===== src/rtl/wall_follow_pid_steering_macros.svh =====
// Assertion helpers shared by the RTL modules.
// Every helper samples on the rising edge of clk and is off while rst_n is low.
`ifndef WALL_FOLLOW_PID_STEERING_MACROS_SVH
`define WALL_FOLLOW_PID_STEERING_MACROS_SVH

// The condition must hold at every clock edge.
`define WFPS_ASSERT_HOLDS(label, cond, msg) \
    label: assert property (@(posedge clk) disable iff (!rst_n) (cond)) else $error(msg);

// The consequence must hold in the same cycle as the antecedent.
`define WFPS_ASSERT_IMPLIES(label, ante, cons, msg) \
    label: assert property (@(posedge clk) disable iff (!rst_n) (ante) |-> (cons)) \
        else $error(msg);

// The consequence must hold in the cycle after the antecedent.
`define WFPS_ASSERT_NEXT(label, ante, cons, msg) \
    label: assert property (@(posedge clk) disable iff (!rst_n) (ante) |=> (cons)) \
        else $error(msg);

`endif


===== src/rtl/wfps_pkg.sv =====
package wfps_pkg;

    // Field widths.
    localparam int RangeW  = 16;
    localparam int ErrW    = 17;
    localparam int SumW    = 21;
    localparam int DiffW   = 18;
    localparam int GainW   = 32;
    localparam int HeadW   = 24;
    localparam int SpeedW  = 11;
    localparam int SideW   = 2;
    localparam int ILimW   = 20;
    localparam int DLimW   = 23;
    localparam int AddrW   = 5;
    localparam int DataW   = 32;
    localparam int InDataW = 32;
    localparam int OutDataW = 40;

    // Range thresholds in millimeters.
    localparam logic [RangeW-1:0] LowEdge     = 16'd249;
    localparam logic [RangeW-1:0] HighEdge    = 16'd1501;
    localparam logic [RangeW-1:0] ReleaseEdge = 16'd999;
    localparam logic [RangeW-1:0] FollowEdge  = 16'd1000;

    // Heading change saturation limits.
    localparam int HeadMax = 8388607;
    localparam int HeadMin = -8388608;

    // Wall side reported with each command.
    typedef enum logic [SideW-1:0] {
        SIDE_STRAIGHT = 2'd0,
        SIDE_LEFT     = 2'd1,
        SIDE_RIGHT    = 2'd2
    } side_t;

    // Register indexes on the configuration port.
    typedef enum logic [2:0] {
        REG_SET_POINT        = 3'd0,
        REG_P_GAIN           = 3'd1,
        REG_I_GAIN           = 3'd2,
        REG_D_GAIN           = 3'd3,
        REG_INTEGRAL_LIMIT   = 3'd4,
        REG_DERIVATIVE_LIMIT = 3'd5,
        REG_CRUISE_SPEED     = 3'd6
    } reg_idx_t;

    // Configuration handed from the register file to the datapath.
    typedef struct packed {
        logic [RangeW-1:0]       set_point;
        logic signed [GainW-1:0] p_gain;
        logic signed [GainW-1:0] i_gain;
        logic signed [GainW-1:0] d_gain;
        logic [ILimW-1:0]        integral_limit;
        logic [DLimW-1:0]        derivative_limit;
        logic [SpeedW-1:0]       cruise_speed;
    } cfg_t;

    localparam cfg_t CfgReset = '{
        set_point:        16'd700,
        p_gain:           32'sd3187671,
        i_gain:           32'sd1678,
        d_gain:           -32'sd58720256,
        integral_limit:   20'd800,
        derivative_limit: 23'd6400,
        cruise_speed:     11'd200
    };

endpackage


===== src/rtl/wfps_regs.sv =====
module wfps_regs
(
    input  logic                         clk,
    input  logic                         rst_n,
    input  logic                         psel,
    input  logic                         penable,
    input  logic                         pwrite,
    input  logic [wfps_pkg::AddrW-1:0]   paddr,
    input  logic [wfps_pkg::DataW-1:0]   pwdata,
    output logic [wfps_pkg::DataW-1:0]   prdata,
    output logic                         pready,
    output wfps_pkg::cfg_t               cfg
);

    wfps_pkg::cfg_t     cfg_reg;
    wfps_pkg::reg_idx_t reg_idx;
    logic               wr_en;

    assign reg_idx = wfps_pkg::reg_idx_t'(paddr[4:2]);
    assign pready  = 1'b1;
    assign wr_en   = psel && penable && pwrite && pready;
    assign cfg     = cfg_reg;

    // Register writes take the low bits of the write data.
    always_ff @(posedge clk or negedge rst_n)
    begin
        if (!rst_n)
        begin
            cfg_reg <= wfps_pkg::CfgReset;
        end
        else if (wr_en)
        begin
            case (reg_idx)
                wfps_pkg::REG_SET_POINT:        cfg_reg.set_point        <= pwdata[15:0];
                wfps_pkg::REG_P_GAIN:           cfg_reg.p_gain           <= $signed(pwdata);
                wfps_pkg::REG_I_GAIN:           cfg_reg.i_gain           <= $signed(pwdata);
                wfps_pkg::REG_D_GAIN:           cfg_reg.d_gain           <= $signed(pwdata);
                wfps_pkg::REG_INTEGRAL_LIMIT:   cfg_reg.integral_limit   <= pwdata[19:0];
                wfps_pkg::REG_DERIVATIVE_LIMIT: cfg_reg.derivative_limit <= pwdata[22:0];
                wfps_pkg::REG_CRUISE_SPEED:     cfg_reg.cruise_speed     <= pwdata[10:0];
                default: ;
            endcase
        end
    end

    // Read data mux; unused addresses read as zero.
    always_comb
    begin
        case (reg_idx)
            wfps_pkg::REG_SET_POINT:        prdata = {16'd0, cfg_reg.set_point};
            wfps_pkg::REG_P_GAIN:           prdata = cfg_reg.p_gain;
            wfps_pkg::REG_I_GAIN:           prdata = cfg_reg.i_gain;
            wfps_pkg::REG_D_GAIN:           prdata = cfg_reg.d_gain;
            wfps_pkg::REG_INTEGRAL_LIMIT:   prdata = {12'd0, cfg_reg.integral_limit};
            wfps_pkg::REG_DERIVATIVE_LIMIT: prdata = {9'd0, cfg_reg.derivative_limit};
            wfps_pkg::REG_CRUISE_SPEED:     prdata = {21'd0, cfg_reg.cruise_speed};
            default:                        prdata = '0;
        endcase
    end

endmodule


===== config.mk =====
export PLATFORM = sky130hd
export DESIGN_NAME = wfps_regs
export DESIGN_NICKNAME = d
export VERILOG_FILES = /design/src/rtl/wall_follow_pid_steering_macros.svh /design/src/rtl/wfps_pkg.sv /design/src/rtl/wfps_regs.sv
export SDC_FILE = /design/constraint.sdc
export NUM_CORES = 1
export LEC_CHECK = 0
export ABC_CLOCK_PERIOD_IN_PS = 2150
export BUFFER_PORTS_ARGS = -buffer_cell sky130_fd_sc_hd__buf_2
export CORE_UTILIZATION = 51
export CTS_BUF_LIST = sky130_fd_sc_hd__clkbuf_16
export DETAILED_ROUTE_END_ITERATION = 10
export PLACE_DENSITY = 0.8
export SLEW_MARGIN = 20
export SYNTH_ARGS = -nofsm -noshare
export SYNTH_HDL_FRONTEND = slang
export SYNTH_SLANG_ARGS = --single-unit

===== constraint.sdc =====
create_clock -name clk -period 2.15 [get_ports clk]
set_input_delay 0.43 -clock clk [delete_from_list [all_inputs] [get_ports clk]]
set_output_delay 0.43 -clock clk [all_outputs]
set_load 0.02 [all_outputs]

After elaboration in Yosys (flattened, before gate mapping)
Index checks and enable logic that the tools add are counted.
- register bits: 166
- word-level logic and storage cells: 24
- output and inout port bits: 199
- input port bits: 42
- multiplexer cells: 1
- eq/ne operators: 6
- reductions and logical operators: 10
- operators by type and width (kind ; number):
    32-bit case mux with 7 select lines ; 1
    2-bit AND reduction ; 7
    3-bit == test (second input constant) ; 3
    3-bit by 2-bit == test with 1-bit output (second input constant) ; 2
    3-bit by 1-bit == test with 1-bit output (second input constant) ; 1
    3-bit logical NOT ; 1
    1-bit logical AND ; 2

Depth between registers and ports, before layout
Gate-level depths: netlist of the first run.
- depth after elaboration: 3
- gate-level depth with buffers: 6
- gate-level depth less buffers: 3

Worst setup path after synthesis of the first run
OpenSTA, ideal clock, no wires.
- kind: input-to-output
- start: input port paddr[3] (netlist name)
- end: output port prdata[13] (netlist name)
- required time: 1720 ps
- cell stages on the path: 5
- slack: -62 ps
- path buffers: 3
- arrival: 1782 ps
- cell sequence: buf_2 buf_4 buf_1 a211oi_1 o31ai_1
- cells in the longest elaborated chain, start to end: 2
- elaborated cells on any way between the ends: 8
- those cells by class: eq/ne (6); mux (1); reduce/logical (1)
- RTL lines (element ; RTL line ; text):
    start, declared ; wfps_regs.sv:8 ; input logic [wfps_pkg::AddrW-1:0] paddr,
    3-bit == test, or another cell as far along ; wfps_regs.sv:49 ; case (reg_idx)
    32-bit case mux with 7 select lines (*) ; wfps_regs.sv:49 ;
    end, declared ; wfps_regs.sv:10 ; output logic [wfps_pkg::DataW-1:0] prdata,
Mark *: on every way between the ends. The rest lies on a longest branch, timed or not.

Worst setup path after layout of the first run
- start: register cfg_reg, in the netlist cfg[159]
- end: output port prdata[9] (netlist name)
- cells in the longest elaborated chain, start to end: 1
- RTL lines (element ; RTL line ; text):
    start, declared ; wfps_regs.sv:15 ; wfps_pkg::cfg_t cfg_reg;
    start signal, assigned ; wfps_regs.sv:29 ; cfg_reg <= wfps_pkg::CfgReset;
    32-bit case mux with 7 select lines ; wfps_regs.sv:49 ;
Every way passes these cells.

==> summary.md, run 1 <==
| Metric | Value |
|---|---|
| Status | `finished, final reports clean` |
| Yosys warns | `0` |
| Core Box Area | `0.01459 sq mm` |
| Die Ht | `124.7 um` |
| Post-synth EDFFs | `0` |
| Clock share of power | `26.7%` |
| Async SR Flop Fraction | `between 90% and 100%` |
| Final Skew | `0 ns` |
| Period utilisation layout | `97.58%` |
| Syn Area/Cell | `around 14 sq um` |
| Critical Path Start Type | `flip-flop` |
| Die area | `0.01554 sq mm` |
| CTS tree | `yes` |
| Synth top area share | `roughly two fifths` |
| Sw frac | `34.31%` |
| # fillers | `1059` |
| Layout cells sized above 1 | `65.53%` |
| GRT met2 Usage | `between 40% and 50%` |
| # IOs | `about 240` |
| Final Slew Violations | `0` |
| CP endpoint kind | `output pin` |
| Final WL | `approximately 22 mm` |
| RSZ-0062 raised after global routing | `no` |
| Synthesized flop and latch total | `about 170` |
| GRT overflow | `0` |
| Iteration-0 DRC Markers | `roughly 410` |
| Clock sink total | `166` |
| CTS Buf Count | `17` |
| Worst skew pair latency | `0.42 ns` |
| Peak supply drop | `596.0 uV` |
| Register area share after synthesis | `54.78%` |
| Final Core Density | `between 60% and 70%` |
| Number of global-route vias before repair | `6115` |
| Drt wl/cell | `21.53 um` |
| Initial Utilization | `52.61%` |
| Worst-path maximum fanout | `3` |
| Area growth syn-to-layout | `30.03%` |
| Min-delay worst type | `input port to flip-flop` |
| GR peak layer | `met2` |
| Max clock buf depth | `2` |
| R2r setup slk | `1.34 ns` |
| Multi-input gate area | `0.003308 sq mm` |
| Post-synth top area cell | `dfrtp_1` |
| GRT Overall Usage | `around 28%` |
| WS Path Type | `flip-flop to output pin` |
| Met1 usage | `35.76%` |
| # nets final | `850` |
| Via density | `~5.9` |
| Critical Path RT | `about 1.7 ns` |
| P per Cell Area | `around 1000 mW/mm^2` |
| FMAX | `476.6 MHz` |
| Cells after Synth | `around 550` |
| DP HPWL | `15.02 mm` |
| Largest net degree at the start of global routing | `slightly above 50` |
| DRC viols | `0` |
| Ranking of synthesized cells by area | `dfrtp_1, mux2_2, dfstp_2, mux2i_1, mux2_4` |
| CP startpoint | `cfg[159]` |
| Met3 usage | `6.830%` |
| Hold_sp | `pwdata[31]` |
| Number of flip-flops under the largest register name | `166` |
| Portion of total power attributed to combinational logic | `29.6%` |
| NetSw | `3414 uW` |
| Final hold violations | `0` |
| DRT Pass-1 Iters | `5` |
| Ant diodes | `0` |
| Power Total | `around 9900 uW` |
| Clk root buf | `clkbuf_16` |
| CP max stage delay | `around 0.55 ns` |
| Final setup fails | `0` |
| Antenna-violating nets left | `0` |
| Register area | `roughly 0.0042 sq mm` |
| Crit path cell chain | `mux2i_1, a211o_1, o2111ai_1, buf_4` |
| Leakage power | `about 0.0049 uW` |
| Initial antenna violation count | `0` |
| Worst reg2reg startpoint | `cfg[67]` |
| Die width | `roughly 120 um` |
| Slowest-stage cell, CP | `dfstp_2` |
| Total vias in the final route | `about 6000` |
| Ys flop type | `dfrtp_1` |
| Site Rows | `44` |
| Total of max-cap violations | `0` |
| Clock slew at reported path FFs | `0.06 ns` |
| H-tree Lvls | `4` |
| Final TNS setup | `0 ns` |
| Global-route wire length before repair | `33.84 mm` |
| Seq pwr share | `43.7%` |
| Hold WS | `between 0.2 and 0.25 ns` |
| Syn nets | `590` |
| Internal | `~6500 uW` |
| Gpl congestion | `0.8055` |
| Synth unique cells | `45` |
| Tmin final | `2.098 ns` |
| I/O Buffers | `237` |
| Synthesized cell area | `0.007675 sq mm` |
| Crit path DAT | `between 1.5 and 2 ns` |
[layer usage]
metal  vias to the layer above  wire, um
met5                         -         0
met4                         0       791
li1                       2562         -
met2                       269     10750
met3                        61      1495
met1                      3064      8608
[kinds of logic after synthesis]
| group | Yosys count | synth area share (%) |
|---|---|---|
| AO/OA/AOI/OAI | 73 | 7.401 |
| buffers and inverters | 41 | 2.625 |
| flip-flops | 166 | 54.78 |
| multiplexers | 209 | 31.09 |
| other | 1 | 0.04886 |
| AND/OR/NAND/NOR | 58 | 4.059 |
[final timing paths]
| kind | cells after the start | end |
|---|---|---|
| worst max-delay path | 4 | prdata[9] |
| worst max register to register | 1 | cfg[67] |
| max in group asynchronous | 3 | cfg[125] |
| min in group asynchronous | 2 | cfg[109] |
| worst min-delay path | 2 | cfg[149] |
| worst min register to register | 1 | cfg[66] |
[power by group through the flow]
stage	sequential, uW	clock [uW]	combinational [uW]
floorplan	5060	0	1040
global placement	4320	0	2880
detailed placement	4380	0	2940
CTS	4340	2700	2950
global route	4430	2820	3110
finish	4350	2650	2950
[cell usage in the layout (no fill, tap or decap), types with 4 or more instances in the layout]
cell / instances
dfrtp_1: 126
o2111ai_1: 8
mux2i_1: 22
buf_2: 234
a221oi_1: 8
mux2_4: 10
a22oi_1: 15
nor2b_1: 4
buf_4: 29
nand2_1: 12
clkbuf_16: 17
nor2_1: 14
dfstp_2: 40
clkinv_2: 5
buf_12: 15
a32oi_1: 7
mux2_2: 167
mux2_1: 8
a21boi_0: 9
nand3_1: 8
a211o_1: 8
[metrics by stage]
step	setup slack [ns]	cells	area, sq um
3_5_place_dp	0.008024	969	9408
6_report	0.05193	1005	9980
2_1_floorplan	0.06465	548	7680
5_1_grt	0.001862	1005	9980
3_3_place_gp	0.02164	969	9408
4_1_cts	0.009036	1002	9933
[cell type report]
class / instances / share of cell area, %
clock inverters: 15 / 0.9027
well taps: 184 / 2.307
inverters: 2 / 0.1128
flip-flops and latches: 166 / 42.13
repair buffers: 280 / 17.14
multi-input cells: 341 / 33.15
clock buffers: 17 / 4.263
[cells in the mapped netlist (3+ instances only)]
master	number
buf_2	26
mux2_4	10
o21a_1	3
a211o_1	8
mux2_2	167
nand3_1	8
clkbuf_1	8
and2_1	3
mux2_1	8
dfstp_2	40
nor2_1	17
o21ai_0	3
o2111ai_1	8
mux2i_1	22
nand2_1	13
a32oi_1	7
a21oi_1	3
a22oi_1	15
dfrtp_1	126
nor2b_1	5
a221oi_1	8
a21boi_0	9
o22ai_1	3
[critical path, delay by kind of cell (launching register included)]
family	cells	cell delay, ns
flops	1	0.55
mux	1	0.07
buf+inv	1	0.19
compound gates	2	0.44
[what timing repair did]
item | CTS | global route
setup endpoints to repair | 0 | 11
hold buffers | 1 | 0
buffers inserted | 0 | 3
hold endpoints to repair | 34 | 0
gates resized for setup | 0 | 4
(Power assumes the default switching activity.)
==> run 2: changes to the inputs <==
--- a/config.mk
+++ b/config.mk
@@ -6,11 +6,11 @@
 export NUM_CORES = 1
 export LEC_CHECK = 0
 export ABC_CLOCK_PERIOD_IN_PS = 2150
-export BUFFER_PORTS_ARGS = -buffer_cell sky130_fd_sc_hd__buf_2
-export CORE_UTILIZATION = 51
+export CORE_UTILIZATION = 55
 export CTS_BUF_LIST = sky130_fd_sc_hd__clkbuf_16
 export DETAILED_ROUTE_END_ITERATION = 10
-export PLACE_DENSITY = 0.8
+export DONT_BUFFER_PORTS = 1
+export PLACE_DENSITY = 0.7
 export SLEW_MARGIN = 20
 export SYNTH_ARGS = -nofsm -noshare
 export SYNTH_HDL_FRONTEND = slang
==> run 2 against run 1 <==
Effect of this change:
- the run now ends with hold timing, setup timing left
- power shrank 5.5%
- cell area shrank 12%
- via count shrank 18%
- worst hold slack lost 0.54 ns
- clock skew is the same
- largest power group unchanged
==> summary.md, run 2 (synthesis results as in run 1) <==
| Metric | Value |
|---|---|
| Power Total | `9404 uW` |
| # IOs | `241` |
| RSZ-0062 raised after global routing | `yes` |
| Clk root buf | `clkbuf_16` |
| Number of global-route vias before repair | `5124` |
| CP max stage delay | `slightly above 0.6 ns` |
| Initial Utilization | `57.27%` |
| Layout cells sized above 1 | `between 50% and 60%` |
| Global-route wire length before repair | `30.42 mm` |
| DRC viols | `0` |
| Clock sink total | `166` |
| Crit path buffers/inverters | `0` |
| Total vias in the final route | `4906` |
| Worst Slack Setup Final | `-0.05395 ns` |
| Crit path DAT | `1.77 ns` |
| Die Ht | `about 120 um` |
| Internal | `6329 uW` |
| Initial antenna violation count | `0` |
| Final Slew Violations | `0` |
| # nets final | `620` |
| Clock slew at reported path FFs | `0.06 ns` |
| Crit path cell chain | `mux2i_1, o21a_1, o211ai_1` |
| DP HPWL | `12.72 mm` |
| Slowest-stage cell, CP | `dfstp_2` |
| Peak supply drop | `886.2 uV` |
| Max clock buf depth | `2` |
| P per Cell Area | `1065 mW/mm^2` |
| Gpl congestion | `between 0.8 and 0.9` |
| Top delay family on crit path | `compound AO/OA/AOI/OAI gates` |
| Drt wl/cell | `25.89 um` |
| Leakage power | `0.003872 uW` |
| Critical Path Start Type | `flip-flop` |
| Post-CTS Setup Repair Bufs | `0` |
| Antenna-violating nets left | `0` |
| Largest net degree at the start of global routing | `167` |
| Portion of total power attributed to combinational logic | `13.6%` |
| Critical Path RT | `1.72 ns` |
| CP endpoint kind | `output pin` |
| Total of max-cap violations | `0` |
| Final setup fails | `2` |
| Final WL | `roughly 20 mm` |
| Failing checks | `hold timing, setup timing` |
| I/O Buffers | `0` |
| Worst skew pair latency | `about 0.41 ns` |
| Hold WS | `-0.2905 ns` |
| Number of flip-flops under the largest register name | `between 150 and 200` |
| Clock share of power | `30.3%` |
| H-tree Lvls | `4` |
| Via density | `6.396` |
| Period utilisation layout | `102.5%` |
| Area growth syn-to-layout | `15.03%` |
| Die width | `120.1 um` |
| Seq pwr share | `between 50% and 60%` |
| Final Skew | `0 ns` |
| Commonest non-fill, non-tap cell in the layout | `mux2_2` |
| WS Path Type | `flip-flop to output pin` |
| GRT Overall Usage | `~28%` |
| Status | `complete, but fails checks` |
| NetSw | `3075 uW` |
| Commonest non-fill, non-tap cells in the layout | `mux2_2, dfrtp_1, buf_4` |
| Core Box Area | `0.01340 sq mm` |
| CTS tree | `yes` |
| # fillers | `approximately 960` |
| Min-delay worst type | `input port to asynchronous set/reset pin` |
| CTS Buf Count | `17` |
| Iteration-0 DRC Markers | `392` |
| FMAX | `between 400 and 500 MHz` |
| Tmin final | `2.204 ns` |
| Final TNS setup | `-0.08502 ns` |
| Measured slew at the worst slew-check pin | `0.6180 ns` |
| Worst-path maximum fanout | `3` |
| Slew HR | `58.72%` |
| Sw frac | `32.70%` |
| Die area | `about 0.014 sq mm` |
| Site Rows | `42` |
| GRT overflow | `0` |
| Final hold violations | `166` |
| DRT Pass-1 Iters | `5` |
| Ant diodes | `0` |
run 2: cell count changes in the layout (fill, tap and decap cells not counted), sizes merged:
cell / before / now
buf: 279 / 50
bufinv: 0 / 2
clkinv: 8 / 6
dlygate4sd3: 1 / 0
run 2: path summary, 6_finish.rpt:
path                            startpoint  slack, ns         to  cells after the start
worst max register to register     cfg[16]       1.21    cfg[16]                      1
worst max-delay path              cfg[119]      -0.05  prdata[1]                      3
worst min register to register     cfg[65]       0.60    cfg[65]                      1
min in group clk                pwdata[15]       0.15    cfg[69]                      1
worst min-delay path                 rst_n      -0.29    cfg[30]                      0
max in group asynchronous            rst_n       2.15   cfg[126]                      0
run 2: metal layers:
metal  share of wire, %  global-route usage [%]  vias up  wire (um)
met5                  0                       0        -          0
met4                1.2                   7.578        0        238
met3                9.9                   11.79       20       1962
met2                 49                   45.44      219       9748
met1                 40                   34.69     2580       7908
li1                   -                       -     2087          -
run 2: through the flow:
step / utilization, % / worst slack (ns) / instance area, sq um / cells
2_1_floorplan: - / 0.06465 / 7680 / 548
3_3_place_gp: 61.01 / 0.2630 / 8175 / 735
3_5_place_dp: 61.01 / 0.2687 / 8175 / 735
4_1_cts: 65.15 / -0.06525 / 8731 / 767
5_1_grt: 65.88 / -0.1268 / 8828 / 767
6_report: 65.88 / -0.05395 / 8828 / 767
run 2: power by group through the flow:
| stage | registers (uW) | logic, uW | clock network [uW] |
|---|---|---|---|
| finish | 5280 | 1280 | 2850 |
| global route | 5360 | 1370 | 3030 |
| CTS | 5260 | 1250 | 2890 |
| detailed placement | 5310 | 1240 | 0 |
| global placement | 5270 | 1190 | 0 |
| floorplan | 5060 | 1040 | 0 |
run 2: final cells by class:
cell class | instances | area (sq um) | share of cell area, %
timing repair buffer | 50 | 449.2 | 5.088
sequential | 166 | 4229 | 47.90
multi-input combinational | 341 | 3373 | 38.21
clock buffer | 17 | 425.4 | 4.819
clock inverter | 15 | 123.9 | 1.403
tap | 176 | 220.2 | 2.494
inverter | 2 | 7.507 | 0.08503
run 2: timing repair:
action	in CTS	in global routing
gates resized for setup	5	35
endpoints found under the hold margin	166	166
pin swaps	3	12
endpoints found under the setup margin	8	15
==> run 3: changes to the inputs <==
--- a/config.mk
+++ b/config.mk
@@ -7,7 +7,7 @@
 export LEC_CHECK = 0
 export ABC_CLOCK_PERIOD_IN_PS = 2150
 export CORE_UTILIZATION = 55
-export CTS_BUF_LIST = sky130_fd_sc_hd__clkbuf_16
+export CTS_BUF_LIST = sky130_fd_sc_hd__clkbuf_4 sky130_fd_sc_hd__clkbuf_8
 export DETAILED_ROUTE_END_ITERATION = 10
 export DONT_BUFFER_PORTS = 1
 export PLACE_DENSITY = 0.7
==> run 3 against run 2 <==
Effect of this change:
- the run still ends with hold timing, setup timing left
- sequential power barely moved
- global-route usage rose by 0.18 points
- sequential share of layout area rose by 0.58 points
- cell area fell by 0.96%
- worst hold slack got worse by 0.061 ns
- die area did not move
- power fell by 5.8%
- critical endpoint unchanged
==> summary.md, run 3 (synthesis results as in run 1) <==
| Metric | Value |
|---|---|
| Final hold violations | `166` |
| Slew HR | `55.83%` |
| Ant diodes | `0` |
| Register area | `0.004239 sq mm` |
| Number of global-route vias before repair | `5159` |
| Total of max-cap violations | `0` |
| Slowest-stage cell, CP | `dfstp_2` |
| DP Worst Slack | `0.2687 ns` |
| Post-CTS Setup Repair Bufs | `0` |
| Hold WS | `-0.3513 ns` |
| Period utilisation layout | `105.6%` |
| Initial antenna violation count | `0` |
| Site Rows | `42` |
| Worst reg2reg startpoint | `cfg[16]` |
| Worst-path maximum fanout | `3` |
| Layout cells sized above 1 | `60.07%` |
| CP max stage delay | `0.62 ns` |
| # IOs | `241` |
| CP startpoint | `cfg[119]` |
| Final WL | `20.08 mm` |
| Crit path cell chain | `mux2i_1, o21a_1, o211ai_1` |
| DRT Pass-1 Iters | `6` |
| Status | `complete, but fails checks` |
| DP HPWL | `12.72 mm` |
| Die width | `120.1 um` |
| Gpl congestion | `~0.83` |
| Die area | `0.01443 sq mm` |
| DRC viols | `0` |
| Commonest non-fill, non-tap cells in the layout | `mux2_2, dfrtp_1, dfstp_2, buf_4, dfrtp_2` |
| Multi-input gate area | `0.003417 sq mm` |
| Via density | `~6.4` |
| Critical Path RT | `1.72 ns` |
| # nets final | `620` |
| Leakage power | `0.003810 uW` |
| Failing checks | `hold timing, setup timing` |
| Largest net degree at the start of global routing | `approximately 170` |
| Commonest non-fill, non-tap cell in the layout | `mux2_2` |
| Measured slew at the worst slew-check pin | `between 0.6 and 0.7 ns` |
| FF-to-FF End | `cfg[16]` |
| Crit path buffers/inverters | `0` |
| Number of flip-flops under the largest register name | `166` |
| Critical Path Start Type | `flip-flop` |
| GRT Overall Usage | `28.36%` |
| Final TNS setup | `-0.1980 ns` |
| P per Cell Area | `about 1000 mW/mm^2` |
| Final Skew | `0 ns` |
| WS Path Type | `flip-flop to output pin` |
| GRT overflow | `0` |
| Iteration-0 DRC Markers | `339` |
| CTS tree | `yes` |
| Worst Slack Setup Final | `-0.1196 ns` |
| Worst skew pair latency | `0.45 ns` |
| Clock slew at reported path FFs | `0.09 ns` |
| Area growth syn-to-layout | `13.92%` |
| Crit path DAT | `1.84 ns` |
| Peak supply drop | `691.0 uV` |
| Clk root buf | `clkbuf_8` |
| RSZ-0062 raised after global routing | `yes` |
| R2R cell count | `1` |
| Total vias in the final route | `4913` |
| CTS Buf Count | `17` |
| Antenna-violating nets left | `0` |
| Tmin final | `2.270 ns` |
| I/O Buffers | `0` |
| Final Slew Violations | `0` |
| CP endpoint kind | `output pin` |
| Top delay family on crit path | `compound AO/OA/AOI/OAI gates` |
| H-tree Lvls | `4` |
| Core Box Area | `between 0.01 and 0.015 sq mm` |
| R2r setup slk | `1.22 ns` |
| # fillers | `970` |
| Die Ht | `~120 um` |
| Power Total | `8856 uW` |
| Clock sink total | `around 170` |
| Max clock buf depth | `2` |
| Drt wl/cell | `26.18 um` |
| Min-delay worst type | `input port to asynchronous set/reset pin` |
| FMAX | `440.6 MHz` |
| Final setup fails | `2` |
| Initial Utilization | `a little under three fifths` |
| Global-route wire length before repair | `between 30 and 40 mm` |
run 3: routing by layer:
layer  track usage [%]  wire (um)  vias up
li1                  -          -     2084
met1             34.52       8020     2590
met2             45.51       9788      207
met3             11.79       1882       32
met4             9.219        387        0
met5                 0          0        -
run 3: cell type report:
cell class                 count  share of cell area, %
sequential                   166                  48.48
multi-input combinational    341                  39.08
timing repair buffer          50                  5.223
clock buffer                  24                  3.492
tap                          176                  2.519
clock inverter                 8                  1.116
inverter                       2                0.08586
run 3: how the worst max path moves through the flow:
stage | slack [ns] | end | cells after the start
after floorplan | 0.06 | prdata[20] | 6
after global placement | 0.26 | prdata[22] | 4
after detailed placement | 0.27 | prdata[2] | 3
after CTS | -0.12 | prdata[1] | 3
after global routing | -0.18 | prdata[2] | 3
final | -0.12 | prdata[1] | 3
run 3: where the power goes:
part / internal, uW / switching (uW) / leakage, uW
Clock: 1170 / 1100 / 0.000203
Combinational: 806 / 500 / 0.00162
Sequential: 3870 / 1410 / 0.00199
Total: 5840 / 3010 / 0.00381
run 3: through the flow:
stage               utilization (%)  instances  instance area, sq um
floorplan                         -        548                  7680
global placement              61.01        735                  8175
detailed placement            61.01        735                  8175
CTS                           64.52        767                  8646
global route                  65.25        767                  8743
finish                        65.25        767                  8743
run 3: what timing repair did:
item,CTS,global route
endpoints found under the setup margin,15,18
pin swaps,16,2
cloned,0,0
resized for setup,30,28
endpoints found under the hold margin,166,166
